`src/rtl/bac_pkg.sv`:
```
package bac_pkg;

  localparam int WINDOW = 8;
  localparam int SLOT_W = (WINDOW > 1) ? $clog2(WINDOW) : 1;
  localparam int CNT_W = $clog2(WINDOW + 1);
  localparam int SAMPLE_W = 24;
  localparam int TOT_W = SAMPLE_W + $clog2(WINDOW);
  localparam int DIVD_W = 48;
  localparam int DIVS_W = 24;
  localparam int SCALE_W = 23;
  localparam int STEP_W = 5;

  typedef enum logic [2:0] {
    REG_C0_C1   = 3'd0,
    REG_C00_C10 = 3'd1,
    REG_C01_C11 = 3'd2,
    REG_C20_C21 = 3'd3,
    REG_C30     = 3'd4,
    REG_PSCALE  = 3'd5,
    REG_TSCALE  = 3'd6
  } reg_index_t;

  typedef struct packed {
    logic signed [11:0] c0;
    logic signed [11:0] c1;
    logic signed [19:0] c00;
    logic signed [19:0] c10;
    logic signed [15:0] c01;
    logic signed [15:0] c11;
    logic signed [15:0] c20;
    logic signed [15:0] c21;
    logic signed [15:0] c30;
    logic [SCALE_W-1:0] p_scale;
    logic [SCALE_W-1:0] t_scale;
  } coef_t;

  typedef struct packed {
    logic signed [TOT_W-1:0] p_total;
    logic signed [TOT_W-1:0] t_total;
    logic [CNT_W-1:0] fill;
  } entry_t;

  typedef struct packed {
    logic push;
    logic pop;
    logic full;
    logic not_empty;
  } queue_ctl_t;

  function automatic logic signed [47:0] sat48(input logic signed [63:0] v);
    logic signed [63:0] hi;
    logic signed [63:0] lo;
    hi = 64'sh0000_7FFF_FFFF_FFFF;
    lo = -hi - 64'sd1;
    if (v > hi) return hi[47:0];
    if (v < lo) return lo[47:0];
    return v[47:0];
  endfunction

endpackage

```
`src/rtl/bac_front.sv`:
```
module bac_front (
  input  logic clk,
  input  logic rst,
  input  logic in_valid,
  output logic in_ready,
  input  logic signed [bac_pkg::SAMPLE_W-1:0] pressure_sample,
  input  logic signed [bac_pkg::SAMPLE_W-1:0] temperature_sample,
  input  logic q_full,
  output logic q_push,
  output bac_pkg::entry_t q_data
);
  import bac_pkg::*;

  logic signed [SAMPLE_W-1:0] p_ring [WINDOW];
  logic signed [SAMPLE_W-1:0] t_ring [WINDOW];
  logic signed [TOT_W-1:0] p_total, p_total_next;
  logic signed [TOT_W-1:0] t_total, t_total_next;
  logic [CNT_W-1:0] fill, fill_next;
  logic [SLOT_W-1:0] oldest, oldest_next;
  logic [SLOT_W-1:0] slot;
  logic filling;

  assign in_ready = !q_full;
  assign q_push = in_valid && in_ready;
  assign filling = fill < CNT_W'(WINDOW);
  assign slot = filling ? fill[SLOT_W-1:0] : oldest;

  always_comb begin
    p_total_next = p_total + TOT_W'(pressure_sample);
    t_total_next = t_total + TOT_W'(temperature_sample);
    fill_next = fill;
    oldest_next = oldest;
    if (filling) begin
      fill_next = fill + 1'b1;
    end else begin
      p_total_next = p_total_next - TOT_W'(p_ring[oldest]);
      t_total_next = t_total_next - TOT_W'(t_ring[oldest]);
      oldest_next = (oldest == SLOT_W'(WINDOW - 1)) ? '0 : oldest + 1'b1;
    end
  end

  assign q_data.p_total = p_total_next;
  assign q_data.t_total = t_total_next;
  assign q_data.fill = fill_next;

  always_ff @(posedge clk) begin
    if (rst) begin
      p_total <= '0;
      t_total <= '0;
      fill <= '0;
      oldest <= '0;
    end else if (q_push) begin
      p_total <= p_total_next;
      t_total <= t_total_next;
      fill <= fill_next;
      oldest <= oldest_next;
    end
  end

  always_ff @(posedge clk) begin
    if (q_push) begin
      p_ring[slot] <= pressure_sample;
      t_ring[slot] <= temperature_sample;
    end
  end

`ifndef SYNTHESIS
  a_fill_bound: assert property (@(posedge clk) disable iff (rst)
    fill <= CNT_W'(WINDOW)) else $error("fill count beyond window");
  a_oldest_fill: assert property (@(posedge clk) disable iff (rst)
    filling |-> oldest == '0) else $error("oldest slot moved while filling");
`endif

endmodule

```
`config.mk`:
```
export PLATFORM = sky130hd
export DESIGN_NAME = bac_front
export DESIGN_NICKNAME = d
export VERILOG_FILES = /design/src/rtl/bac_pkg.sv /design/src/rtl/bac_front.sv
export SDC_FILE = /design/constraint.sdc
export NUM_CORES = 1
export LEC_CHECK = 0
export ABC_AREA = 1
export BUFFER_PORTS_ARGS = -buffer_cell sky130_fd_sc_hd__buf_2
export CAP_MARGIN = 40
export CORE_ASPECT_RATIO = 0.7
export CORE_MARGIN = 2
export CORE_UTILIZATION = 62
export DETAILED_ROUTE_END_ITERATION = 16
export MAX_ROUTING_LAYER = met4
export PLACE_DENSITY = 0.8
export SKIP_CTS_REPAIR_TIMING = 1
export SLEW_MARGIN = 20
export SYNTH_ARGS = -nofsm -noshare
export SYNTH_HDL_FRONTEND = slang
export SYNTH_SLANG_ARGS = --single-unit
```
`constraint.sdc`:
```
create_clock -name clk -period 5.1 [get_ports clk]
set_clock_uncertainty 0.05 [all_clocks]
set_input_delay 0.255 -clock clk [delete_from_list [all_inputs] [get_ports clk]]
set_output_delay 0.255 -clock clk [all_outputs]
set_load 0.005 [all_outputs]
```
## Yosys cells after proc, flatten, opt, wreduce, memory -nomap -nowiden

Memories as Yosys holds them, arrays and structs flattened. A register that Yosys moved wholly into a read port is not among the register bits.
Cells that the tools add are included.

| word-level totals | value |
|---|---|
| register bits after elaboration | 61 |
| latch bits | 0 |
| RAM bits | 384 |
| bits in read-only memories | 0 |
| input port bits | 52 |
| output and inout bits | 60 |
| word-level logic and storage cells | 29 |
| memories | 2 |

| operators by class | value |
|---|---|
| $add $sub $neg | 6 |
| multipliers | 0 |
| divide/modulo/power cells | 0 |
| $lt $le $gt $ge | 1 |
| equal/unequal tests | 1 |
| shifts and indexed selects | 0 |
| mux-type cells | 11 |
| bitwise logic cells | 1 |
| reduce and logical (&&, ||, !) cells | 3 |

Memories:

| memory | words | bits a word | rd ports | clocked after memory_dff | write ports | line | text |
|---|---|---|---|---|---|---|---|
| p_ring | 8 | 24 | 1 | 1 | 1 | bac_front.sv:14 | `logic signed [SAMPLE_W-1:0] p_ring [WINDOW];` |
| t_ring | 8 | 24 | 1 | 1 | 1 | bac_front.sv:15 | `logic signed [SAMPLE_W-1:0] t_ring [WINDOW];` |

Operator list:

| operator | count |
|---|---|
| adder 27 x 24 -> 27 bit | 2 |
| two-way mux 27 bit | 2 |
| subtractor 27 x 24 -> 27 bit | 2 |
| two-way mux 3 bit | 6 |
| adder 4 x 1 -> 4 bit (second input constant) | 1 |
| < comparator 4 bit (second input constant) | 1 |
| two-way mux 4 bit | 1 |
| adder 3 x 1 -> 3 bit (second input constant) | 1 |
| == test 3 bit (second input constant) | 1 |
| two-way mux 1 bit | 2 |
| AND reduction 2 bit | 1 |
| logical AND 1 bit | 1 |
| logical NOT 1 bit | 1 |
| NOT 1 bit | 1 |

## Logic depth before layout (Yosys ltp)

| logic depth | value |
|---|---|
| depth after elaboration | 5 |
| depth in mapped cells | 30 |
| mapped depth without buffers | 30 |

## Least setup slack after synthesis

OpenSTA, ideal clock, no wires.

| timing path | value |
|---|---|
| path kind | flip-flop to output port |
| from | register with a tool-made name |
| to | output q_data[55] (netlist bit) |
| arrival time | 3.671 ns |
| data required time | 4.795 ns |
| slack | 1.124 ns |
| cell stages (with the launch flop) | 24 |
| path buffers | 5 |
| cells stage by stage | dfxtp_1 inv_2 buf_6 buf_2 buf_2 clkbuf_1 clkbuf_1 o21ai_0 a31oi_1 ha_1 fa_1 o31ai_1 nand3_1 o21ai_0 nand3_2 nand3_1 nand3_1 nand2_2 nand2_2 nand2_1 nand2_1 nand2_1 nand3_1 nand2_1 |

RTL lines:

| element | line | text |
|---|---|---|
| end, declared | bac_front.sv:10 | `output bac_pkg::entry_t q_data` |

==> out/qor.txt <==
Yosys warns: 0
Switch Pwr: 0.00272 W
Drt total wl: 67.7 mm
Fin cells: 3426
Starting density of the core: 63.0%
Global route overflow: 0
Combinational power share: 21.0%
Worst Hold Path Cells: 1
Total CTS buffers: 43
DR iter-0 viols: 2437
First-pass GRT wire length: 103 mm
Routability-driven placement congestion ratio: 0.981
Critical setup path kind: flip-flop to primary output
Sequential power share: 44.7%
Status: completed
Die W: 240 um
CP Launch Type: flip-flop
Yosys reg bits: 448
VDD IR max: 0.301 mV
Antenna-violating nets left: 0
CP cell instances: ha_1 -> inv_1 -> fa_1 -> inv_1 -> nand3_1 -> nand2_2 -> xor2_1 -> ha_1 -> a21oi_1 -> o21ai_0 -> a21oi_2 -> o41ai_4 -> nand3_2 -> nand2_2 -> nand2_2 -> nand2_2 -> nand2_1 -> nand2_1 -> nand2_1 -> nand2_1 -> nand2_1 -> nand3_2 -> nand2_1 -> buf_2
Area after DPL: 0.0253 mm2
Post-synth ARST share: 0%
Final setup viols: 0
Final min period: 4830 ps
Worst Hold Path EP: t_ring[2][9]$_DFFE_PP_
H-tree level count: 2
Register area share after synthesis: 52.9%
DP Wirelength: 45.1 mm
Top delay family on crit path: simple AND/OR/NAND/NOR gates
Relative slew slack: 42.9%
Post-synthesis instance total: 2739
Total track usage: 33.8%
Clock power frac: 34.3%
Most frequent CP cell: nand2_1
Post-Syn Nets: 2892
Mapped Area: 0.0242 mm2
IO buf count: 111
Sw frac: 29.7%
Vias per cell: 5.87
Clk slew on worst S/H paths: 60 ps
Pwr dens: 337 mW/mm2
# rows: 60
CTS Sinks: 448
DRT Pass-1 Iters: 6
Final Instance Area: 0.0271 mm2
Die ar.: 0.0407 mm2
Antenna violations before repair: 1
Post-layout power: 0.00914 W
Critical path's slowest cell: fa_1
Unique masters post-synth: 48
Routed vias: 20104
Slew Limit Fails: 0
Slowest stage delay, CP: 410 ps
Cells on worst reg2reg path: 24
Final Hold Viols: 0
Die H: 169 um
Worst-Margin Slew: 847 ps
Layout cells sized above 1: 10.8%
DR WL/cell: 19.8 um
Clock Tree Root: clkbuf_16
Internal power: 0.00642 W
Area of the core: 0.0384 mm2
Largest net degree at the start of global routing: 147
Max-cap viol count: 0
CP Capture Type: primary output
Worst Path Buf+Inv: 3
Period utilisation layout: 94.7%
CTS Buffer Depth: 3
Number of synthesized flops with an enable pin: 384
RR Startpoint: p_total[0]$_SDFFE_PP0P_
Static leakage: 11.6 nW
Main flop type after synthesis: edfxtp_1
Hold_sp: temperature_sample[9]
Placed insts: 3304
Arrival time at the worst endpoint: 4530 ps
Ports: 112
Min-delay worst type: input port to flip-flop
Total Nets Final: 3017
Worst Path Required: 4800 ps
Vias in the first global route: 18750
CTS tree: done
Finished Core Util: 70.6%
Synth Area per Inst: 8.84 um2
Register-to-register setup slack: 1020 ps
DR DRC count: 0
P&R area growth vs syn: 12.0%
Peak Freq: 207 MHz
Clock Latency Late Sink: 580 ps
Worst Path Max Fanout: 5
FF-to-FF End: p_total[25]$_SDFFE_PP0P_
==> cell usage after synthesis (all sizes together) (30+ instances only) <==
cell type | number | share of area (%)
a21oi | 79 | 1.7
buf | 38 | 1.1
clkbuf | 63 | 0.98
dfxtp | 64 | 5.3
edfxtp | 384 | 48
ha | 97 | 5.0
inv | 284 | 4.4
nand2 | 573 | 9.1
nand3 | 144 | 3.3
nor2 | 439 | 7.0
o21ai | 344 | 7.2
o22ai | 53 | 1.4
xor2 | 30 | 1.1
==> metal layers <==
layer	track usage (%)	routed length [um]	vias up
li1	-	-	9567
met1	46.9	29200	9440
met2	52.3	31000	959
met3	3.76	5430	138
met4	11.5	2020	0
met5	-	0	-
==> flip-flops by register name, summed over array words and instances (netlist names), named ones only <==
name,cells
t_total,27
t_ring,192
oldest,3
fill,4
p_ring,192
p_total,27
==> logic make-up (layout without fill, tap and decap cells) <==
| logic type | after synthesis | count (layout) | share of synthesized area (%) |
|---|---|---|---|
| mux | 1 | 1 | 0.0568 |
| flops | 448 | 448 | 52.9 |
| simple gates | 1199 | 1199 | 20.5 |
| xor+xnor | 59 | 59 | 2.13 |
| fa+ha+maj | 101 | 101 | 5.34 |
| buf+inv | 387 | 546 | 6.55 |
| compound gates | 544 | 544 | 12.5 |
| other cells | 0 | 1 | 0 |
==> power groups by stage <==
| stage | clock (W) | combinational [W] | sequential, W |
|---|---|---|---|
| floorplan | 0 | 0.00128 | 0.00416 |
| global placement | 0 | 0.00179 | 0.00416 |
| detailed placement | 0 | 0.00183 | 0.00416 |
| CTS | 0.00315 | 0.00184 | 0.00409 |
| global route | 0.00328 | 0.00215 | 0.00409 |
| finish | 0.00313 | 0.00192 | 0.00409 |
==> worst max path at each step <==
| stage | from | endpoint | slack (ps) | depth (start not counted) |
|---|---|---|---|---|
| after floorplan | flip-flop | q_data[55] | 1120 | 23 |
| after global placement | pressure_sample[0] | q_data[56] | 560 | 26 |
| after detailed placement | pressure_sample[0] | q_data[56] | 550 | 26 |
| after CTS | p_total[0]$_SDFFE_PP0P_ | q_data[56] | 30 | 25 |
| after global routing | flip-flop | q_data[55] | -70 | 21 |
| final | p_total[0]$_SDFFE_PP0P_ | q_data[56] | 270 | 24 |
==> cell usage in the layout (no fill, tap or decap), types with 43 or more instances in the layout <==
cell	synthesis	routed
nand2_1	547	545
nor2_1	427	419
edfxtp_1	384	384
inv_1	273	271
o21ai_0	274	270
nand3_1	130	130
buf_2	15	113
ha_1	97	96
a21oi_1	76	74
o21ai_1	62	65
dfxtp_1	64	60
o22ai_1	53	53
clkbuf_16	0	43
==> final cells by class <==
cell class,count,area [um2]
Sequential cell,448,12800
Multi-Input combinational cell,1904,9930
Clock buffer,59,1180
Antenna cell,1,2.50
Tap cell,527,659
Fill cell,2919,11300
Clock inverter,20,186
Inverter,284,1070
Timing Repair Buffer,183,1270
==> stage by stage <==
stage | hold WS, ps | worst slack [ps] | setup TNS [ps]
after global routing | 4.94 | -73.4 | -90.0
after floorplan | 304 | 1120 | 0
after global placement | 430 | 556 | 0
final | 8.35 | 270 | 0
after detailed placement | 437 | 548 | 0
after CTS | -103 | 33.0 | 0
(Power assumes the default switching activity.)
