==> src/rtl/bac_pkg.sv <==
package bac_pkg;

  localparam int WINDOW = 8;
  localparam int SLOT_W = (WINDOW > 1) ? $clog2(WINDOW) : 1;
  localparam int CNT_W = $clog2(WINDOW + 1);
  localparam int SAMPLE_W = 24;
  localparam int TOT_W = SAMPLE_W + $clog2(WINDOW);
  localparam int DIVD_W = 48;
  localparam int DIVS_W = 24;
  localparam int SCALE_W = 23;
  localparam int STEP_W = 5;

  typedef enum logic [2:0] {
    REG_C0_C1   = 3'd0,
    REG_C00_C10 = 3'd1,
    REG_C01_C11 = 3'd2,
    REG_C20_C21 = 3'd3,
    REG_C30     = 3'd4,
    REG_PSCALE  = 3'd5,
    REG_TSCALE  = 3'd6
  } reg_index_t;

  typedef struct packed {
    logic signed [11:0] c0;
    logic signed [11:0] c1;
    logic signed [19:0] c00;
    logic signed [19:0] c10;
    logic signed [15:0] c01;
    logic signed [15:0] c11;
    logic signed [15:0] c20;
    logic signed [15:0] c21;
    logic signed [15:0] c30;
    logic [SCALE_W-1:0] p_scale;
    logic [SCALE_W-1:0] t_scale;
  } coef_t;

  typedef struct packed {
    logic signed [TOT_W-1:0] p_total;
    logic signed [TOT_W-1:0] t_total;
    logic [CNT_W-1:0] fill;
  } entry_t;

  typedef struct packed {
    logic push;
    logic pop;
    logic full;
    logic not_empty;
  } queue_ctl_t;

  function automatic logic signed [47:0] sat48(input logic signed [63:0] v);
    logic signed [63:0] hi;
    logic signed [63:0] lo;
    hi = 64'sh0000_7FFF_FFFF_FFFF;
    lo = -hi - 64'sd1;
    if (v > hi) return hi[47:0];
    if (v < lo) return lo[47:0];
    return v[47:0];
  endfunction

endpackage

==> src/rtl/bac_div.sv <==
module bac_div (
  input  logic clk,
  input  logic rst,
  input  logic start,
  input  logic [bac_pkg::DIVD_W-1:0] dividend,
  input  logic [bac_pkg::DIVS_W-1:0] divisor,
  output logic done,
  output logic [bac_pkg::DIVD_W-1:0] quotient
);
  import bac_pkg::*;

  localparam int CW = $clog2(DIVD_W + 1);

  logic [CW-1:0] count;
  logic [DIVS_W-1:0] rem;
  logic [DIVS_W-1:0] dsr;
  logic [DIVS_W:0] shifted;
  logic [DIVS_W+1:0] diff;

  assign shifted = {rem, quotient[DIVD_W-1]};
  assign diff = {1'b0, shifted} - {2'b00, dsr};

  always_ff @(posedge clk) begin
    if (rst) begin
      count <= '0;
      done <= 1'b0;
    end else begin
      done <= !start && (count == CW'(1));
      if (start) begin
        count <= CW'(DIVD_W);
      end else if (count != '0) begin
        count <= count - 1'b1;
      end
    end
  end

  always_ff @(posedge clk) begin
    if (start) begin
      rem <= '0;
      dsr <= divisor;
      quotient <= dividend;
    end else if (count != '0) begin
      if (!diff[DIVS_W+1]) begin
        rem <= diff[DIVS_W-1:0];
        quotient <= {quotient[DIVD_W-2:0], 1'b1};
      end else begin
        rem <= shifted[DIVS_W-1:0];
        quotient <= {quotient[DIVD_W-2:0], 1'b0};
      end
    end
  end

endmodule

==> src/rtl/bac_back.sv <==
module bac_back (
  input  logic clk,
  input  logic rst,
  input  bac_pkg::coef_t coef,
  input  logic q_valid,
  input  bac_pkg::entry_t q_data,
  output logic q_pop,
  output logic out_valid,
  input  logic out_ready,
  output logic signed [23:0] pressure_average,
  output logic signed [23:0] temperature_average,
  output logic signed [23:0] temperature_q8,
  output logic signed [31:0] pressure_q8
);
  import bac_pkg::*;

  typedef enum logic [5:0] {
    ST_IDLE  = 6'b000001,
    ST_AVG   = 6'b000010,
    ST_SCALE = 6'b000100,
    ST_FRAC  = 6'b001000,
    ST_POLY  = 6'b010000,
    ST_FIN   = 6'b100000
  } state_t;

  state_t state;
  logic [STEP_W-1:0] step;

  logic p_start, t_start, p_done, t_done;
  logic [DIVD_W-1:0] p_dvd, t_dvd, p_quo, t_quo;
  logic [DIVS_W-1:0] p_dsr, t_dsr;
  logic p_neg, t_neg;
  logic [TOT_W-1:0] p_mag, t_mag;
  logic [23:0] p_amag, t_amag;

  logic signed [23:0] p_avg, t_avg;
  logic signed [31:0] pf, tf;
  logic signed [24:0] mul_a;
  logic signed [31:0] mul_b;
  logic signed [56:0] prod, hi;
  logic signed [47:0] acc, h_reg, g_reg, t_reg;
  logic signed [47:0] acc_sat;
  logic signed [23:0] tq8;
  logic signed [31:0] pq8;
  logic signed [57:0] sum58;
  logic signed [63:0] sum64, prod64, acc_sat64, t24, p24, sh;

  assign q_pop = (state == ST_IDLE) && q_valid;

  assign p_mag = q_data.p_total[TOT_W-1] ? -q_data.p_total : q_data.p_total;
  assign t_mag = q_data.t_total[TOT_W-1] ? -q_data.t_total : q_data.t_total;
  assign p_amag = p_avg[23] ? -p_avg : p_avg;
  assign t_amag = t_avg[23] ? -t_avg : t_avg;

  always_comb begin
    p_start = 1'b0;
    t_start = 1'b0;
    p_dvd = {p_amag, 24'b0};
    t_dvd = {t_amag, 24'b0};
    p_dsr = (coef.p_scale == '0) ? DIVS_W'(1) : DIVS_W'(coef.p_scale);
    t_dsr = (coef.t_scale == '0) ? DIVS_W'(1) : DIVS_W'(coef.t_scale);
    if (q_pop) begin
      p_start = 1'b1;
      t_start = 1'b1;
      p_dvd = DIVD_W'(p_mag);
      t_dvd = DIVD_W'(t_mag);
      p_dsr = DIVS_W'(q_data.fill);
      t_dsr = DIVS_W'(q_data.fill);
    end else if (state == ST_SCALE) begin
      p_start = 1'b1;
      t_start = 1'b1;
    end
  end

  bac_div u_p_div (.clk, .rst, .start(p_start), .dividend(p_dvd), .divisor(p_dsr),
    .done(p_done), .quotient(p_quo));
  bac_div u_t_div (.clk, .rst, .start(t_start), .dividend(t_dvd), .divisor(t_dsr),
    .done(t_done), .quotient(t_quo));

  always_comb begin
    mul_a = '0;
    mul_b = '0;
    case (step) inside
      5'd0: begin mul_a = 25'(coef.c1); mul_b = tf; end
      5'd1: begin mul_a = 25'(coef.c30); mul_b = pf; end
      5'd3, 5'd6, 5'd10: begin mul_a = {acc[47], acc[47:24]}; mul_b = pf; end
      5'd4, 5'd7, 5'd11: begin mul_a = {1'b0, acc[23:0]}; mul_b = pf; end
      5'd8: begin mul_a = 25'(coef.c21); mul_b = pf; end
      5'd13: begin mul_a = {acc[47], acc[47:24]}; mul_b = tf; end
      5'd14: begin mul_a = {1'b0, acc[23:0]}; mul_b = tf; end
      5'd15: begin mul_a = 25'(coef.c01); mul_b = tf; end
      default: begin mul_a = '0; mul_b = '0; end
    endcase
  end

  assign sum58 = {hi[56], hi} + {{25{prod[56]}}, prod[56:24]};
  assign sum64 = {{6{sum58[57]}}, sum58};
  assign prod64 = {{7{prod[56]}}, prod};
  assign acc_sat = sat48(sum64);
  assign acc_sat64 = {{16{acc_sat[47]}}, acc_sat};
  assign t24 = {{29{coef.c0[11]}}, coef.c0, 23'b0} + prod64;
  assign p24 = {{20{coef.c00[19]}}, coef.c00, 24'b0} + {{16{h_reg[47]}}, h_reg}
             + {{16{g_reg[47]}}, g_reg} + {{16{t_reg[47]}}, t_reg};
  assign sh = (step == 5'd1) ? (t24 >>> 16) : (p24 >>> 16);

  always_ff @(posedge clk) begin
    prod <= mul_a * mul_b;
    hi <= prod;
    if (state == ST_AVG && p_done) begin
      p_avg <= p_neg ? -p_quo[23:0] : p_quo[23:0];
      t_avg <= t_neg ? -t_quo[23:0] : t_quo[23:0];
    end
    if (state == ST_SCALE) begin
      p_neg <= p_avg[23];
      t_neg <= t_avg[23];
    end
    if (q_pop) begin
      p_neg <= q_data.p_total[TOT_W-1];
      t_neg <= q_data.t_total[TOT_W-1];
    end
    if (state == ST_FRAC && p_done) begin
      if (!p_neg) pf <= (p_quo > DIVD_W'(32'h7FFF_FFFF)) ? 32'sh7FFF_FFFF : p_quo[31:0];
      else pf <= (p_quo > DIVD_W'(33'h8000_0000)) ? 32'sh8000_0000 : -p_quo[31:0];
      if (!t_neg) tf <= (t_quo > DIVD_W'(32'h7FFF_FFFF)) ? 32'sh7FFF_FFFF : t_quo[31:0];
      else tf <= (t_quo > DIVD_W'(33'h8000_0000)) ? 32'sh8000_0000 : -t_quo[31:0];
    end
    if (state == ST_POLY) begin
      case (step)
        5'd1: begin
          if (sh > 64'sd8388607) tq8 <= 24'sh7FFFFF;
          else if (sh < -64'sd8388608) tq8 <= 24'sh800000;
          else tq8 <= sh[23:0];
        end
        5'd2: acc <= sat48(prod64 + {{24{coef.c20[15]}}, coef.c20, 24'b0});
        5'd5: acc <= sat48(acc_sat64 + {{20{coef.c10[19]}}, coef.c10, 24'b0});
        5'd8: h_reg <= sat48(sum64);
        5'd9: acc <= sat48(prod64 + {{24{coef.c11[15]}}, coef.c11, 24'b0});
        5'd12: acc <= sat48(sum64);
        5'd15: g_reg <= sat48(sum64);
        5'd16: t_reg <= sat48(prod64);
        5'd17: begin
          if (sh > 64'sh7FFF_FFFF) pq8 <= 32'sh7FFF_FFFF;
          else if (sh < -64'sh8000_0000) pq8 <= 32'sh8000_0000;
          else pq8 <= sh[31:0];
        end
        default: ;
      endcase
    end
    if (state == ST_FIN && (!out_valid || out_ready)) begin
      pressure_average <= p_avg;
      temperature_average <= t_avg;
      temperature_q8 <= tq8;
      pressure_q8 <= pq8;
    end
  end

  always_ff @(posedge clk) begin
    if (rst) begin
      state <= ST_IDLE;
      step <= '0;
      out_valid <= 1'b0;
    end else begin
      if (state == ST_FIN && (!out_valid || out_ready)) out_valid <= 1'b1;
      else if (out_ready) out_valid <= 1'b0;
      unique case (state)
        ST_IDLE: if (q_pop) state <= ST_AVG;
        ST_AVG: if (p_done) state <= ST_SCALE;
        ST_SCALE: state <= ST_FRAC;
        ST_FRAC: if (p_done) begin
          state <= ST_POLY;
          step <= '0;
        end
        ST_POLY: begin
          step <= step + 1'b1;
          if (step == 5'd17) state <= ST_FIN;
        end
        ST_FIN: if (!out_valid || out_ready) begin
          state <= ST_IDLE;
        end
        default: state <= ST_IDLE;
      endcase
    end
  end

`ifndef SYNTHESIS
  a_lanes_lockstep: assert property (@(posedge clk) disable iff (rst)
    p_done == t_done) else $error("divider lanes out of step");
  a_pop_idle: assert property (@(posedge clk) disable iff (rst)
    q_pop |=> state == ST_AVG) else $error("pop did not start averaging");
`endif

endmodule

==> config.mk <==
export PLATFORM = sky130hd
export DESIGN_NAME = bac_back
export DESIGN_NICKNAME = d
export VERILOG_FILES = /design/src/rtl/bac_pkg.sv /design/src/rtl/bac_div.sv /design/src/rtl/bac_back.sv
export SDC_FILE = /design/constraint.sdc
export NUM_CORES = 2
export LEC_CHECK = 0
export BUFFER_PORTS_ARGS = -buffer_cell sky130_fd_sc_hd__buf_2
export CAP_MARGIN = 5
export CORE_UTILIZATION = 50
export CTS_BUF_LIST = sky130_fd_sc_hd__clkbuf_8
export DETAILED_ROUTE_END_ITERATION = 8
export PLACE_DENSITY = 0.77
export SYNTH_ARGS = -nofsm -noshare
export SYNTH_HDL_FRONTEND = slang
export SYNTH_HIERARCHICAL = 1
export SYNTH_SLANG_ARGS = --single-unit
==> constraint.sdc <==
create_clock -name clk -period 13.2 [get_ports clk]
set_input_delay 1.32 -clock clk [delete_from_list [all_inputs] [get_ports clk]]
set_output_delay 1.32 -clock clk [all_outputs]
set_load 0.03 [all_outputs]
=== Word-level counts from Yosys, hierarchy flattened ===
Cells that the tools add are included.

* Add/sub/neg operators: 21
* Multiply operators: 1
* Order comparisons: 18
* Equal/unequal tests: 29
* Multiplexer cells: 138
* Reductions and logical operators: 32

{| class="wikitable"
|+ Operator list
! operator !! number
|-
| 48-bit 2-to-1 mux || 32
|-
| 32-bit 2-to-1 mux || 15
|-
| 25-bit 2-to-1 mux || 8
|-
| 48-bit case mux with 4 select lines || 1
|-
| 58-bit by 48-bit > comparator with 1-bit output (second input constant) || 3
|-
| 58-bit by 48-bit < comparator with 1-bit output (second input constant) || 3
|-
| 24-bit 2-to-1 mux || 7
|-
| 57-bit by 40-bit adder with 58-bit output || 2
|-
| 48-bit by 31-bit > comparator with 1-bit output (second input constant) || 2
|-
| 48-bit by 32-bit > comparator with 1-bit output (second input constant) || 2
|-
| 24-bit negation || 4
|-
| 64-bit by 24-bit > comparator with 1-bit output (second input constant) || 1
|-
| 64-bit by 32-bit > comparator with 1-bit output (second input constant) || 1
|-
| 64-bit by 24-bit < comparator with 1-bit output (second input constant) || 1
|-
| 64-bit by 32-bit < comparator with 1-bit output (second input constant) || 1
|-
| 64-bit 2-to-1 mux || 1
|-
| 32-bit negation || 2
|-
| 35-bit by 57-bit adder with 58-bit output || 1
|-
| 57-bit by 33-bit adder with 58-bit output || 1
|-
| 57-bit by 48-bit > comparator with 1-bit output (second input constant) || 1
|-
| 57-bit by 48-bit < comparator with 1-bit output (second input constant) || 1
|-
| 25-bit by 32-bit multiplier with 57-bit output || 1
|-
| 1-bit 2-to-1 mux || 56
|-
| 27-bit 2-to-1 mux || 2
|-
| other kinds (40) || 90
|}

* Bits in registers: 797
* Input port bits: 252
* Output and inout port bits: 106
* Logic and storage cells: 275

=== Longest topological paths before layout ===
* Depth after elaboration: 17
* Depth in mapped cells: 41
* Mapped depth without buffers: 38

=== Hierarchy ===
Netlist, hierarchy kept.

{| class="wikitable"
|+ Modules (own cells, without submodules)
! module !! times used !! cells an instance !! area an instance (µm²) !! seq. area each (µm²)
|-
| bac_back || 1 || 7,407 || 68,374.3 || 16,515.8
|-
| bac_div (u_t_div) || 1 || 471 || 5,460.2 || 2,782.7
|-
| bac_div (u_p_div) || 1 || 496 || 5,436.5 || 2,782.7
|}

=== Worst setup path before layout ===
Ideal clock, no wire load.

* Path kind: reg2reg
* From: register step[1]
* To: register prod[49]
* Setup time: 0.072 ns
* Arrival time: 10.043 ns
* Data required time: 13.128 ns
* Setup slack: 3.084 ns
* Cell stages (with the launch flop): 39
* Buffers on the path: 7
* Clock period less this slack: 10.116 ns
* Cells stage by stage: dfxtp_1 -> inv_1 -> ha_1 -> nor2b_1 -> clkbuf_1 -> and2_1 -> clkbuf_1 -> clkbuf_1 -> clkbuf_1 -> nor3_1 -> nor2_1 -> clkbuf_1 -> a22o_1 -> clkbuf_1 -> buf_1 -> nand2_1 -> fa_1 -> inv_1 -> [... 3 more ...] -> inv_1 -> fa_1 -> inv_1 -> fa_1 -> fa_1 -> ha_1 -> a21o_1 -> a21o_1 -> a21oi_1 -> o21bai_1 -> a221o_1 -> a41oi_1 -> o221ai_1 -> a221oi_1 -> and4b_1 -> nor4_1 -> a2111oi_0 -> xnor2_1

* Cells in the longest elaborated chain, start to end: 10
* Elaborated cells between the ends (all ways): 31
* Classes of those cells: mul (1); eq/ne (11); mux (16); reduce/logical (3)

{| class="wikitable"
|+ Ends and longest elaborated chain
! what !! RTL line !! source
|-
| start: declaration || bac_back.sv:27 || <nowiki>logic [STEP_W-1:0] step;</nowiki>
|-
| start signal: assignment || bac_back.sv:174 || <nowiki>step <= step + 1'b1;</nowiki>
|-
| 5-bit by 4-bit == test with 1-bit output || - ||
|-
| 25-bit 2-to-1 mux / 32-bit 2-to-1 mux (equally long branches) (8 in a row) || bac_back.sv:83 || <nowiki>case (step) inside</nowiki>
|-
| 25-bit by 32-bit multiplier with 57-bit output (*) || bac_back.sv:107 || <nowiki>prod <= mul_a * mul_b;</nowiki>
|-
| end signal: assignment || bac_back.sv:107 ||
|-
| end: declaration || bac_back.sv:40 || <nowiki>logic signed [56:0] prod, hi;</nowiki>
|}

Every way passes the cells marked *; elsewhere a longest branch is shown, timed or not.
A chain may end at the register's enable or synchronous reset.

=== Worst setup path after layout ===
* From: register step[0]
* To: register prod[49]

The elaborated chain is that of the path after synthesis.

==> metrics.csv <==
metric,value,unit
outcome,"finished, violations left",
failing checks,slew limit,
residual DRC count,0,
cell with the most instances on the worst path,sky130_fd_sc_hd__fa_1,
Antenna Nets Post-Route,0,
total routing resource utilization after global routing,31.90,%
Post-Route Skew,73.64,ps
worst reg2reg path startpoint,step[0]$_SDFFE_PP0P_,
layout cell share with drive strength beyond 1,10.49,%
Gate Count Post-Synth,8371,
1st-pass router iterations,7,
Die Footprint,160100,sq um
Worst-path clk slew,60,ps
maximum number of pins on one net before global-route repair,88,
"commonest cells after routing, fill and taps aside","sky130_fd_sc_hd__inv_1 (1019), sky130_fd_sc_hd__nand2_1 (981), sky130_fd_sc_hd__fa_1 (898), sky130_fd_sc_hd__nor2_1 (731), sky130_fd_sc_hd__edfxtp_1 (610)",
"Slew Viols, Final",7,
Final Wtd Congestion,1.076,
Metal-1 WL,99030,um
worst max-slew margin expressed relative to the limit,-0.1581,%
biggest registers after layout,"hi: 57 flops, prod: 57 flops",
Critical-path top delay cell,sky130_fd_sc_hd__o21bai_2,
Layout Area Growth over Synthesis,8.924,%
FF-to-FF setup slack,1190,ps
f_max,83.29,MHz
Boundary Pins,358,
total number of placement rows,145,
core region area,156800,sq um
Hold WS,375.0,ps
number of cells on the worst reg-to-reg path,33,
CP endpoint,prod[49]$_DFF_P_,
data arrival time of the critical path,12770,ps
aggregate global routing overflow,0,
critical path peak fanout,20,
Layout Nets,10221,
number of global-route vias before repair,64809,
highest cell delay on the worst timing path,960,ps
"most common cell after layout, fill and taps aside",sky130_fd_sc_hd__inv_1,
number of filler cells placed in the layout,13818,
capture instance of the worst register-to-register path,prod[49]$_DFF_P_,
final number of hold-violating endpoints,0,
starting density of the core,50.55,%
I/O Buffers,357,
Critical path origin,step[0]$_SDFFE_PP0P_,
CTS hold repair buffers,0,
TritonCTS clock tree,yes,
Die Width,400.1,um
number of maximum-capacitance violations,0,
Clock Root Buffer,sky130_fd_sc_hd__clkbuf_8,
clock latency on the worst-skew pair,910,ps
highest signal layer in the routed design,met5,
CTS resizes,0,
antenna violations before repair,15,
cts bufs inserted,140,
endpoint type of the worst setup path,register,
Setup CP Type,register to register,
number of buffers on the longest clock path,3,
detailed-routed wire length on met2,115600,um
HP Class,register to register,
"Period Utilization, post-route",90.96,%
final period demand of the worst path,12010,ps
cell area after synthesis,79230,sq um
startpoint class of the critical path,register,
measured slew at the worst slew-check pin,1502,ps
vias per inst,6.109,
number of warnings printed during yosys synthesis,6,
data required time of the critical path,13960,ps
setup tns final,0,ps
number of post-CTS setup repair buffers,0,
count of endpoints failing setup in the final report,0,
met3 wire len,26660,um
H-tree level count,4,
global-route wire length before repair,385900,um
overall via count from detail_route,65832,
overall routed net length,258500,um
"Avg Cell Area, Syn",9.465,sq um
Die Y,400.1,um
post-detailed-route wirelength per cell,23.98,um
TritonCTS sink count,797,
number of DRC violations after detailed-routing iteration 0,6776,
unrepaired setup endpoints after global routing,no,
DPL Wire Length,202900,um
-- final cells by class --
class                           instances  area [sq um]  share of cell area (%)
Antenna cell                            7         17.52                 0.02030
Clock buffer                          152          2092                   2.424
Clock inverter                        101         805.8                  0.9337
Inverter                              986          3701                   4.288
Multi-Input combinational cell       6187         52260                   60.55
Sequential cell                       797         22060                   25.56
Tap cell                             2058          2575                   2.984
Timing Repair Buffer                  489          2794                   3.237
-- per-layer routing --
layer	vias to the layer above	global-route usage, %
li1	29099	-
met2	3729	50.14
met1	32157	40.27
met3	829	7.777
met5	-	0
met4	18	17.93
-- worst min-delay path by stage --
stage | from | to | cells past startpoint
floorplan | prod[0]$_DFF_P_ | hi[0]$_DFF_P_ | 0
global placement | prod[2]$_DFF_P_ | hi[2]$_DFF_P_ | 0
detailed placement | prod[2]$_DFF_P_ | hi[2]$_DFF_P_ | 0
CTS | prod[1]$_DFF_P_ | hi[1]$_DFF_P_ | 0
global route | prod[1]$_DFF_P_ | hi[1]$_DFF_P_ | 0
finish | prod[1]$_DFF_P_ | hi[1]$_DFF_P_ | 0
-- stage by stage --
step / worst slack [ps] / area (sq um) / utilization (%) / instances
finish: 1193 / 86300 / 55.06 / 10777
CTS: 1482 / 86280 / 55.04 / 10769
global route: 619.3 / 86290 / 55.05 / 10770
detailed placement: 1572 / 83380 / 53.19 / 10516
floorplan: 3084 / 79240 / - / 8372
global placement: 1757 / 83370 / 53.19 / 10515
-- worst max-delay path, delay by kind of cell (launching register included) --
kind                       cells  cell delay, ps
and+or+nand+nor                7            2210
xor gates and xnor gates       1             170
DFF                            1             350
adders and majority gates      9            4210
AOI/OAI and AO/OA             12            4690
buffers and inverters          4             270
Power is left out: the tool's default activity adds up to more than one toggle a clock period on the data nets, which glitch-free logic cannot reach.
