### src/rtl/bac_pkg.sv
package bac_pkg;

  localparam int WINDOW = 8;
  localparam int SLOT_W = (WINDOW > 1) ? $clog2(WINDOW) : 1;
  localparam int CNT_W = $clog2(WINDOW + 1);
  localparam int SAMPLE_W = 24;
  localparam int TOT_W = SAMPLE_W + $clog2(WINDOW);
  localparam int DIVD_W = 48;
  localparam int DIVS_W = 24;
  localparam int SCALE_W = 23;
  localparam int STEP_W = 5;

  typedef enum logic [2:0] {
    REG_C0_C1   = 3'd0,
    REG_C00_C10 = 3'd1,
    REG_C01_C11 = 3'd2,
    REG_C20_C21 = 3'd3,
    REG_C30     = 3'd4,
    REG_PSCALE  = 3'd5,
    REG_TSCALE  = 3'd6
  } reg_index_t;

  typedef struct packed {
    logic signed [11:0] c0;
    logic signed [11:0] c1;
    logic signed [19:0] c00;
    logic signed [19:0] c10;
    logic signed [15:0] c01;
    logic signed [15:0] c11;
    logic signed [15:0] c20;
    logic signed [15:0] c21;
    logic signed [15:0] c30;
    logic [SCALE_W-1:0] p_scale;
    logic [SCALE_W-1:0] t_scale;
  } coef_t;

  typedef struct packed {
    logic signed [TOT_W-1:0] p_total;
    logic signed [TOT_W-1:0] t_total;
    logic [CNT_W-1:0] fill;
  } entry_t;

  typedef struct packed {
    logic push;
    logic pop;
    logic full;
    logic not_empty;
  } queue_ctl_t;

  function automatic logic signed [47:0] sat48(input logic signed [63:0] v);
    logic signed [63:0] hi;
    logic signed [63:0] lo;
    hi = 64'sh0000_7FFF_FFFF_FFFF;
    lo = -hi - 64'sd1;
    if (v > hi) return hi[47:0];
    if (v < lo) return lo[47:0];
    return v[47:0];
  endfunction

endpackage

### src/rtl/bac_queue.sv
module bac_queue (
  input  logic clk,
  input  logic rst,
  input  logic push,
  input  logic pop,
  input  bac_pkg::entry_t wr_data,
  output bac_pkg::entry_t rd_data,
  output bac_pkg::queue_ctl_t ctl
);
  import bac_pkg::*;

  entry_t slots [2];
  logic wr_ptr;
  logic rd_ptr;
  logic [1:0] count;

  assign rd_data = slots[rd_ptr];
  assign ctl.push = push;
  assign ctl.pop = pop;
  assign ctl.full = count == 2'd2;
  assign ctl.not_empty = count != 2'd0;

  always_ff @(posedge clk) begin
    if (rst) begin
      wr_ptr <= 1'b0;
      rd_ptr <= 1'b0;
      count <= '0;
    end else begin
      if (push) wr_ptr <= !wr_ptr;
      if (pop) rd_ptr <= !rd_ptr;
      count <= count + {1'b0, push} - {1'b0, pop};
    end
  end

  always_ff @(posedge clk) begin
    if (push) slots[wr_ptr] <= wr_data;
  end

endmodule

### config.mk
export PLATFORM = sky130hd
export DESIGN_NAME = bac_queue
export DESIGN_NICKNAME = d
export VERILOG_FILES = /design/src/rtl/bac_pkg.sv /design/src/rtl/bac_queue.sv
export SDC_FILE = /design/constraint.sdc
export NUM_CORES = 1
export LEC_CHECK = 0
export BUFFER_PORTS_ARGS = -buffer_cell sky130_fd_sc_hd__buf_4
export CAP_MARGIN = 30
export CORE_UTILIZATION = 40
export DETAILED_ROUTE_END_ITERATION = 10
export HOLD_SLACK_MARGIN = 0.15
export PLACE_DENSITY = 0.64
export SLEW_MARGIN = 40
export SYNTH_ARGS = -nofsm -noshare
export SYNTH_HDL_FRONTEND = slang
export SYNTH_SLANG_ARGS = --single-unit
export TNS_END_PERCENT = 100
### constraint.sdc
create_clock -name clk -period 4 [get_ports clk]
set_clock_uncertainty 0.05 [all_clocks]
set_input_delay 0.2 -clock clk [delete_from_list [all_inputs] [get_ports clk]]
set_output_delay 0.2 -clock clk [all_outputs]
set_load 0.03 [all_outputs]
Word level (Yosys, flattened, before mapping):

Memory sizes are Yosys's and may differ from the RTL's. A register that Yosys moved wholly into a read port is not among the register bits.
Cells that the tools add are included.

* memories kept: 1
* input port bits: 62
* logic and storage cells: 14
* RAM bits: 116
* bits in registers: 4
* output and inout bits: 62

* add/subtract/negate cells: 2
* equality and inequality tests: 1
* reduce and logical (&&, ||, !) cells: 3
* mux-type cells: 4

Memories
* slots: words 2, bits a word 58, rd ports 1, clocked after Yosys merged registers in 1, wr ports 1, line bac_queue.sv:12 `entry_t slots [2];`

Operators with widths (count)
* 1-bit two-way mux: 4
* 2-bit by 1-bit adder with 2-bit output: 1
* 2-bit equality test, second input constant: 1
* 1-bit zero test: 2
* 2-bit nonzero test: 1
* 2-bit by 1-bit subtractor with 2-bit output: 1

Longest topological paths before layout:

Gate-level depths: netlist of run 1.

* word-level depth: 3
* mapped depth: 6
* gate-level depth less buffers: 6

Worst setup path after synthesis of run 1:

Ideal clock, no wire load.

* kind: register to register
* start point: register wr_ptr
* end point: memory slots[0][0] in the netlist's numbering, enable pin
* path buffers: 0
* setup slack: 0.559 ns
* clock period less this slack: 3.441 ns
* stages on the path, launching flop included: 2
* data required time: 3.469 ns
* arrival: 2.910 ns
* library setup time: 0.481 ns
* cells stage by stage: dfxtp_1 nor2b_1

RTL lines
* start, declared: line bac_queue.sv:13 `logic wr_ptr;`
* start signal, assigned: line bac_queue.sv:29 `if (push) wr_ptr <= !wr_ptr;`
* end, declared: line bac_queue.sv:12

Straight into the memory's write port.

==> results of run 1 <==
kinds of logic after synthesis:
logic type	after synthesis	synth area share, %
buf+inv	10	1.59
fa+ha+maj	2	0.557
mux	58	16.2
xor+xnor	3	0.891
simple gates	9	1.03
flops	121	79.7
timing repair:
item,in CTS,in global routing
setup endpoints to repair,0,0
hold endpoints to repair,121,0
hold buffers,62,0
worst max-delay path: cells and delay by family (launching register included):
kind	cells	cell delay [ns]
buf+inv	2	0.44
mux	1	0.37
flops	1	0.69
flip-flops by register name (all words and copies together) (netlist names), named ones only:
signal and flops:
wr_ptr 1, rd_ptr 1, slots 116, count 2
where the power goes:
group	switching, W	internal [W]
registers	0.0000349	0.00148
clock network	0.000495	0.000876
logic	0.000276	0.000267
metal layers:
metal	track usage, %	part of all wire (%)	vias up
met2	22.9	50	80
li1	-	-	1193
met3	5.42	6.0	11
met5	0	0	-
met1	16.4	42	1197
met4	7.14	1.6	0
layout by cell type (no fill, tap or decap):
| master | instances |
|---|---|
| mux2_4 | 20 |
| nor2b_4 | 1 |
| clkinvlp_4 | 1 |
| ha_1 | 2 |
| dfxtp_1 | 4 |
| inv_1 | 2 |
| bufinv_16 | 2 |
| clkinv_2 | 7 |
| and2_4 | 1 |
| buf_12 | 1 |
| dlygate4sd3_1 | 62 |
| clkbuf_8 | 1 |
| nor2_1 | 4 |
| dfxtp_4 | 1 |
| clkbuf_16 | 16 |
| mux2_2 | 38 |
| xnor2_1 | 2 |
| xnor3_1 | 1 |
| edfxtp_1 | 116 |
| or2_2 | 1 |
| clkbuf_1 | 5 |
| nor2b_1 | 2 |
| buf_4 | 126 |
how the worst max path moves through the flow:
stage                   start  slack (ns)  depth (start not counted)           end
CTS                 flip-flop        1.67                          3    rd_data[9]
global placement       wr_ptr        1.93                          2  slots[1][28]
global route        flip-flop        1.62                          3    rd_data[9]
detailed placement  flip-flop        2.23                          3    rd_data[9]
finish              flip-flop        1.72                          3    rd_data[9]
floorplan              wr_ptr        0.56                          1   slots[0][0]
layout make-up:
class | instances | area, um^2 | area share, %
clock inverters | 10 | 103 | 1.52
inverters | 2 | 7.51 | 0.111
multi-input cells | 72 | 850 | 12.6
repair buffers | 189 | 1590 | 23.5
flip-flops and latches | 121 | 3590 | 53.2
well taps | 140 | 175 | 2.60
clock buffers | 22 | 433 | 6.42
metrics by stage:
step / cells / hold WS [ns] / util, % / setup slack, ns
after floorplan: 203 / 0.222 / - / 0.559
after global placement: 461 / 0.336 / 51.1 / 1.93
after detailed placement: 462 / 0.338 / 51.3 / 2.23
after CTS: 556 / 0.342 / 61.9 / 1.67
after global routing: 556 / 0.350 / 61.9 / 1.62
final: 556 / 0.369 / 61.9 / 1.72
==> impl_metrics.tcl, run 1 <==
set metrics [dict create \
    totalPowerFinal_w 0.00343 \
    area_growth_syn_to_layout_pct 50.0 \
    postCtsSetupBuffers 0 \
    cp_slowest_cell "dfxtp_4" \
    clockBufferDepth 2 \
    setup_viol 0 \
    fin_setup_tns_ns 0 \
    rows 38 \
    nets 467 \
    grt_start_max_net_pins 41 \
    hp-start "wr_data[36]" \
    netlist-cell-type-count 15 \
    cp_cell_sequence "buf_12, mux2_2, buf_4" \
    regToRegStartpoint "wr_ptr" \
    syn_nets 267 \
    hold_path_class "in -> reg" \
    cts_buffers 17 \
    layout-drive-gt1-share_pct 51.9 \
    synth_top_area_share_pct 77.5 \
    cp-start-kind "flip-flop" \
    fin_crit_sh_pct 56.9 \
    r2r_cells 2 \
    gp_congestion 0.685 \
    ys.flop_type "edfxtp_1" \
    worstHoldPathCells 2 \
    peakVddDrop_uv 277 \
    avgSynthCellArea_um2 22.1 \
    wire_per_inst_um 14.4 \
    critical_path_class "reg -> out" \
    grt_pass1_wl_mm 11.9 \
    fin_area_um2 6740 \
    hold_end "slots[1][36]" \
    port_buffers 123 \
    grt_overflow_total 0 \
    clk_pin_slew_ns 0.05 \
    drv_slew 0 \
    grt_setup_unrepaired "no" \
    p_per_area_nw_per_um2 509 \
    crit_arrival_ns 2.03 \
    period_minus_slack_ns 2.28 \
    place_area_um2 5590 \
    core_area_um2 10900 \
    status "finished clean" \
    cts.sinks 121 \
    wirelength_mm 7.99 \
    antenna_found_initial 0 \
    async_flop_share_pct 0 \
    n_fill_cell 805 \
    route.detailed.drc 0 \
    ys_warn_count 0 \
    tightest_slew_ns 0.553 \
    ioPinCount 124 \
    clock_latency_ns 0.50 \
    synth-edff-count 116 \
    max_stage_delay_ns 0.69 \
    required_ns 3.75 \
    fp.dieH_um 108 \
    vias_per_cell 4.46 \
    cp_max_fo 34 \
    cts-resized-gates 0 \
    track_usage_pct 14.2 \
    hold_violations 0 \
    start_util_pct 41.3 \
    die_area_um2 11700 \
    hpwl_mm 4.75 \
    max_cap_violations 0 \
    synth_top_area_cell "edfxtp_1" \
    postSynthCellCount 203 \
    slew_headroom_pct 63.1 \
    crit_path_end_kind "output port" \
    cts_tree "yes" \
    ant_nets 0 \
    max_freq_mhz 439 \
    power.leakage_nw 2.63 \
    reg2reg_to "slots[1][7]" \
    first_iter_violations 60 \
    seq_area_frac_synth_pct 79.7 \
    cts-htree-levels 4 \
    synth.most_common_cell "edfxtp_1" \
    dr.pass1.iters 4 \
    ys_ff_latch 121 \
    synthTopCellsByArea "edfxtp_1, mux2_2, mux2_4, dfxtp_1, buf_6" \
    root_buffer "clkbuf_8" \
    antenna_cells 0 \
    vias 2481 \
    syn-cell-area_um2 4490 \
    grt_pass1_vias 2457 \
    die_x_um 108 \
    synth_common_cells "edfxtp_1, mux2_2, mux2_4" \
    r2r_slack_ns 2.27 \
]
No activity file was read; power rests on OpenSTA's default activity.
==> inputs of run 2 (changes only) <==
Settings changed: ABC_AREA from default to 1, PLACE_DENSITY 0.64 to 0.66.
Clock period 4 ns to 1.8 ns, I/O delays scaled along.
==> impl_metrics.tcl, run 2 <==
set metrics [dict create \
    status "finished clean" \
    setup_viol 0 \
    top_register "slots" \
    cts_tree "yes" \
    ioPinCount 124 \
    area_growth_syn_to_layout_pct 54.3 \
    route.detailed.drc 0 \
    port_buffers 123 \
    nets 478 \
    first_iter_violations 116 \
    peakVddDrop_uv 681 \
    n_fill_cell 754 \
    use_met3_pct 4.70 \
    gp_congestion 0.666 \
    grt_overflow_total 0 \
    final_cell_mix "edfxtp_1, buf_4, dlygate4sd3_1" \
    hold_violations 0 \
    wire_per_inst_um 15.0 \
    crit_path_end_kind "output port" \
    place_ws_ns 0.476 \
    power.leakage_nw 2.73 \
    crit_family "flip-flops" \
    root_buffer "clkbuf_8" \
    required_ns 1.66 \
    rows 38 \
    grt_pass1_vias 2788 \
    top_regs "slots (116), count (2)" \
    ant_nets 0 \
    crit_arrival_ns 1.65 \
    totalPowerFinal_w 0.00797 \
    die_x_um 108 \
    layout_commonest_cell "edfxtp_1" \
    cts.sinks 121 \
    dr.pass1.iters 4 \
    grt_setup_unrepaired "yes" \
    layout-drive-gt1-share_pct 51.5 \
    synth_top_area_cell "edfxtp_1" \
    synth-edff-count 116 \
    ys_warn_count 0 \
    max_freq_mhz 560 \
    slew_headroom_pct 77.4 \
    core_area_um2 10900 \
    fin_setup_tns_ns 0 \
    ys.flop_type "edfxtp_1" \
    largest_register_ffs 116 \
    synth_common_cells "edfxtp_1, mux2_2, mux2_4" \
    cp_max_fo 16 \
    vias 2563 \
    die_area_um2 11700 \
    tightest_slew_ns 0.338 \
    clk_pin_slew_ns 0.05 \
    seq_area_frac_synth_pct 79.6 \
    syn_nets 277 \
    grt_start_max_net_pins 60 \
    critPathBufInv 2 \
    p_per_area_nw_per_um2 1150 \
    setup_ws_ns 0.0140 \
    clock_latency_ns 0.50 \
    start_util_pct 41.3 \
    max_cap_violations 0 \
    cp_cell_sequence "buf_8, mux2_2, buf_4" \
    ys_ff_latch 121 \
    hpwl_mm 4.61 \
    cts_buffers 17 \
    wirelength_mm 8.50 \
    antenna_cells 0 \
    period_minus_slack_ns 1.79 \
    track_usage_pct 15.2 \
    grtUsageMet1_pct 16.7 \
    hold_path_class "in -> reg" \
    vias_per_cell 4.52 \
    critical_path_class "reg -> out" \
    grt_use_met2_pct 26.5 \
    avgSynthCellArea_um2 21.1 \
    fin_crit_sh_pct 99.2 \
    cts-htree-levels 4 \
    utilization_pct 63.8 \
    clockBufferDepth 2 \
    cp_slowest_cell "dfxtp_4" \
    busiest_layer "met2" \
    drv_slew 0 \
    postSynthCellCount 213 \
    fp.dieH_um 108 \
    syn-cell-area_um2 4500 \
    synth.most_common_cell "edfxtp_1" \
    cp-start-kind "flip-flop" \
    async_flop_share_pct 0 \
    antenna_found_initial 0 \
    max_stage_delay_ns 0.39 \
    netlist-cell-type-count 15 \
    synthTopCellsByArea "edfxtp_1, mux2_2, mux2_4, dfxtp_1, buf_6" \
    grt_pass1_wl_mm 13.1 \
    synth_top_area_share_pct 77.4 \
]
-- run 2: cell type report --
type | instances | area [um^2] | area share [%]
timing repair buffer | 190 | 1700 | 24.5
multi-input combinational | 76 | 833 | 12.0
clock inverter | 9 | 145 | 2.09
tap | 140 | 175 | 2.52
inverter | 8 | 33.8 | 0.487
sequential | 121 | 3590 | 51.7
clock buffer | 23 | 467 | 6.72
-- run 2: repair_timing --
action | 4_1_cts | 5_1_grt
pin swaps | 0 | 1
setup buffers | 0 | 0
hold endpoints to repair | 121 | 0
hold buffers | 62 | 0
gates resized for setup | 0 | 19
cloned | 0 | 1
endpoints found under the setup margin | 58 | 59
-- run 2: worst paths after layout --
kind                    start            to  slack (ns)  cells after the start
setup reg to reg     count[0]      count[0]        0.08                      7
hold reg to reg        rd_ptr        rd_ptr        0.47                      2
hold / removal    wr_data[39]  slots[1][39]        0.26                      2
setup / recovery    flip-flop    rd_data[0]        0.01                      3
-- run 2: per-stage QoR --
step                      cells  hold WS (ns)  instance area [um^2]
after global placement      472         0.225                  5620
after floorplan             213         0.111                  4510
after detailed placement    472         0.228                  5620
after CTS                   566         0.232                  6850
final                       567         0.261                  6940
after global routing        567         0.242                  6940
-- run 2: logic make-up (layout without fill, tap and decap cells) --
kind of cell             count (synthesis)  after routing  synth area share (%)
flip-flops                             121            121                  79.6
multiplexers                            58             58                  16.2
buffers and inverters                   16            230                  2.09
AND/OR/NAND/NOR                         14             14                  1.22
adder cells (fa/ha/maj)                  2              2                 0.556
AO/OA/AOI/OAI                            1              1                 0.111
XOR/XNOR                                 1              1                 0.195
-- run 2: report_power, final --
group	total (W)	internal, W	switching [W]	leakage, nW
Clock	0.00345	0.00235	0.00111	0.306
Sequential	0.00330	0.00326	0.0000414	1.13
Combinational	0.00121	0.000591	0.000619	1.29
-- run 2: layer usage --
layer,up-vias,wire length [um]
li1,1223,-
met1,1243,3500
met2,86,4440
met3,11,459
met4,0,101
met5,-,0
==> inputs of run 3 (changes only) <==
--- a/config.mk
+++ b/config.mk
@@ -9,4 +9,5 @@
 export BUFFER_PORTS_ARGS = -buffer_cell sky130_fd_sc_hd__buf_4
 export CAP_MARGIN = 30
+export CORE_ASPECT_RATIO = 1.75
 export CORE_UTILIZATION = 40
 export DETAILED_ROUTE_END_ITERATION = 10
--- a/constraint.sdc
+++ b/constraint.sdc
@@ -3,3 +3,3 @@
 set_input_delay 0.09 -clock clk [delete_from_list [all_inputs] [get_ports clk]]
 set_output_delay 0.09 -clock clk [all_outputs]
-set_load 0.03 [all_outputs]
+set_load 0.05 [all_outputs]
==> impl_metrics.tcl, run 3 (synthesis gave the netlist of run 2 again) <==
set metrics [dict create \
    clock_latency_ns 0.40 \
    rows 50 \
    layout_commonest_cell "buf_4" \
    power.leakage_nw 2.70 \
    hold_end "slots[1][11]" \
    status "finished clean" \
    fin_crit_sh_pct 97.0 \
    slew_headroom_pct 75.6 \
    utilization_pct 63.6 \
    grt_start_max_net_pins 50 \
    nets 480 \
    setup_viol 0 \
    core_area_um2 10800 \
    max_cap_violations 0 \
    grt_pass1_vias 2904 \
    gp_congestion 0.703 \
    worstHoldPathCells 2 \
    hpwl_mm 5.50 \
    layout-drive-gt1-share_pct 51.4 \
    grt_pass1_wl_mm 13.4 \
    cts-htree-levels 4 \
    largest_register_ffs 116 \
    port_buffers 123 \
    peakVddDrop_uv 996 \
    wirelength_mm 9.00 \
    dr.pass1.iters 4 \
    clk_pin_slew_ns 0.05 \
    track_usage_pct 16.4 \
    area_growth_syn_to_layout_pct 52.9 \
    first_iter_violations 65 \
    die_area_um2 11700 \
    die_x_um 82.2 \
    cts_buffers 17 \
    max_freq_mhz 573 \
    place_ws_ns 0.407 \
    cts.sinks 121 \
    crit_path_end_kind "output port" \
    hold_path_class "in -> reg" \
    period_minus_slack_ns 1.75 \
    reg2reg_to "slots[1][52]" \
    p_per_area_nw_per_um2 1180 \
    root_buffer "clkbuf_16" \
    clockBufferDepth 2 \
    crit_arrival_ns 1.61 \
    max_stage_delay_ns 0.39 \
    wire_per_inst_um 16.1 \
    antenna_found_initial 0 \
    cts_tree "yes" \
    route.detailed.drc 0 \
    regToRegStartpoint "wr_ptr" \
    hp-start "wr_data[11]" \
    critical_path_class "reg -> out" \
    cp_slowest_cell "mux2_2" \
    grt_setup_unrepaired "yes" \
    required_ns 1.66 \
    tightest_slew_ns 0.365 \
    grt_overflow_total 0 \
    cp_cell_sequence "buf_12, mux2_2, buf_4" \
    top_register "slots" \
    top_regs "slots (116), count (2)" \
    setup_ws_ns 0.0534 \
    postCtsSetupBuffers 0 \
    hold_violations 0 \
    r2r_cells 3 \
    r2r_slack_ns 0.42 \
    cp_max_fo 38 \
    ioPinCount 124 \
    final_cell_mix "buf_4, edfxtp_1, dlygate4sd3_1" \
    cp-start-kind "flip-flop" \
    drv_slew 0 \
    vias 2612 \
    vias_per_cell 4.68 \
    fp.dieH_um 142 \
    ant_nets 0 \
    antenna_cells 0 \
    start_util_pct 41.6 \
]
## run 3: cell count changes in the layout (fill, tap and decap cells not counted), moves of 2 or more
cell        delta
buf_4         +14
buf_6         -12
clkbuf_8       -4
buf_12         +3
clkbuf_1       -3
clkinv_1       +2
clkinvlp_4     +2
## run 3: report_power, final
part	switching, W	internal, W
Sequential	0.0000399	0.00326
Clock	0.00113	0.00229
Combinational	0.000843	0.000571
## run 3: timing repair
item	in CTS	in global routing
resized for setup	1	0
setup endpoints to repair	3	2
endpoints found under the hold margin	121	0
hold buffers	62	0
## run 3: critical path, delay by kind of cell (launching register included)
| family | cells | cell delay, ns |
|---|---|---|
| mux | 1 | 0.39 |
| buf+inv | 2 | 0.45 |
| flops | 1 | 0.35 |
## run 3: worst max-delay path by stage
stage | to
floorplan | slots[1][0]
global placement | rd_data[21]
detailed placement | slots[1][47]
CTS | rd_data[36]
global route | rd_data[5]
finish | rd_data[36]
## run 3: cell type report
class / instances / area [um^2]
Clock inverter: 14 / 180
Sequential cell: 121 / 3580
Timing Repair Buffer: 192 / 1660
Tap cell: 130 / 163
Multi-Input combinational cell: 76 / 830
Clock buffer: 17 / 425
Fill cell: 782 / 3940
Inverter: 8 / 33.8
## run 3: layer usage
metal	GRT usage, %	wire, um	vias to the layer above	share of wire, %
li1	-	-	1227	-
met1	14.3	3120	1296	35
met2	31.3	5330	75	59
met3	4.62	320	14	3.6
met4	9.14	228	0	2.5
met5	0	0	-	0
## run 3: metrics by stage
step / area, um^2 / instances / setup TNS, ns / hold slack (ns) / total power (W)
4_1_cts: 6880 / 558 / 0 / 0.349 / 0.00821
6_report: 6880 / 558 / 0 / 0.367 / 0.00814
2_1_floorplan: 4510 / 213 / 0 / 0.111 / 0.00423
3_5_place_dp: 5650 / 465 / 0 / 0.228 / 0.00466
3_3_place_gp: 5650 / 465 / 0 / 0.225 / 0.00464
5_1_grt: 6880 / 558 / -0.00794 / 0.350 / 0.00839
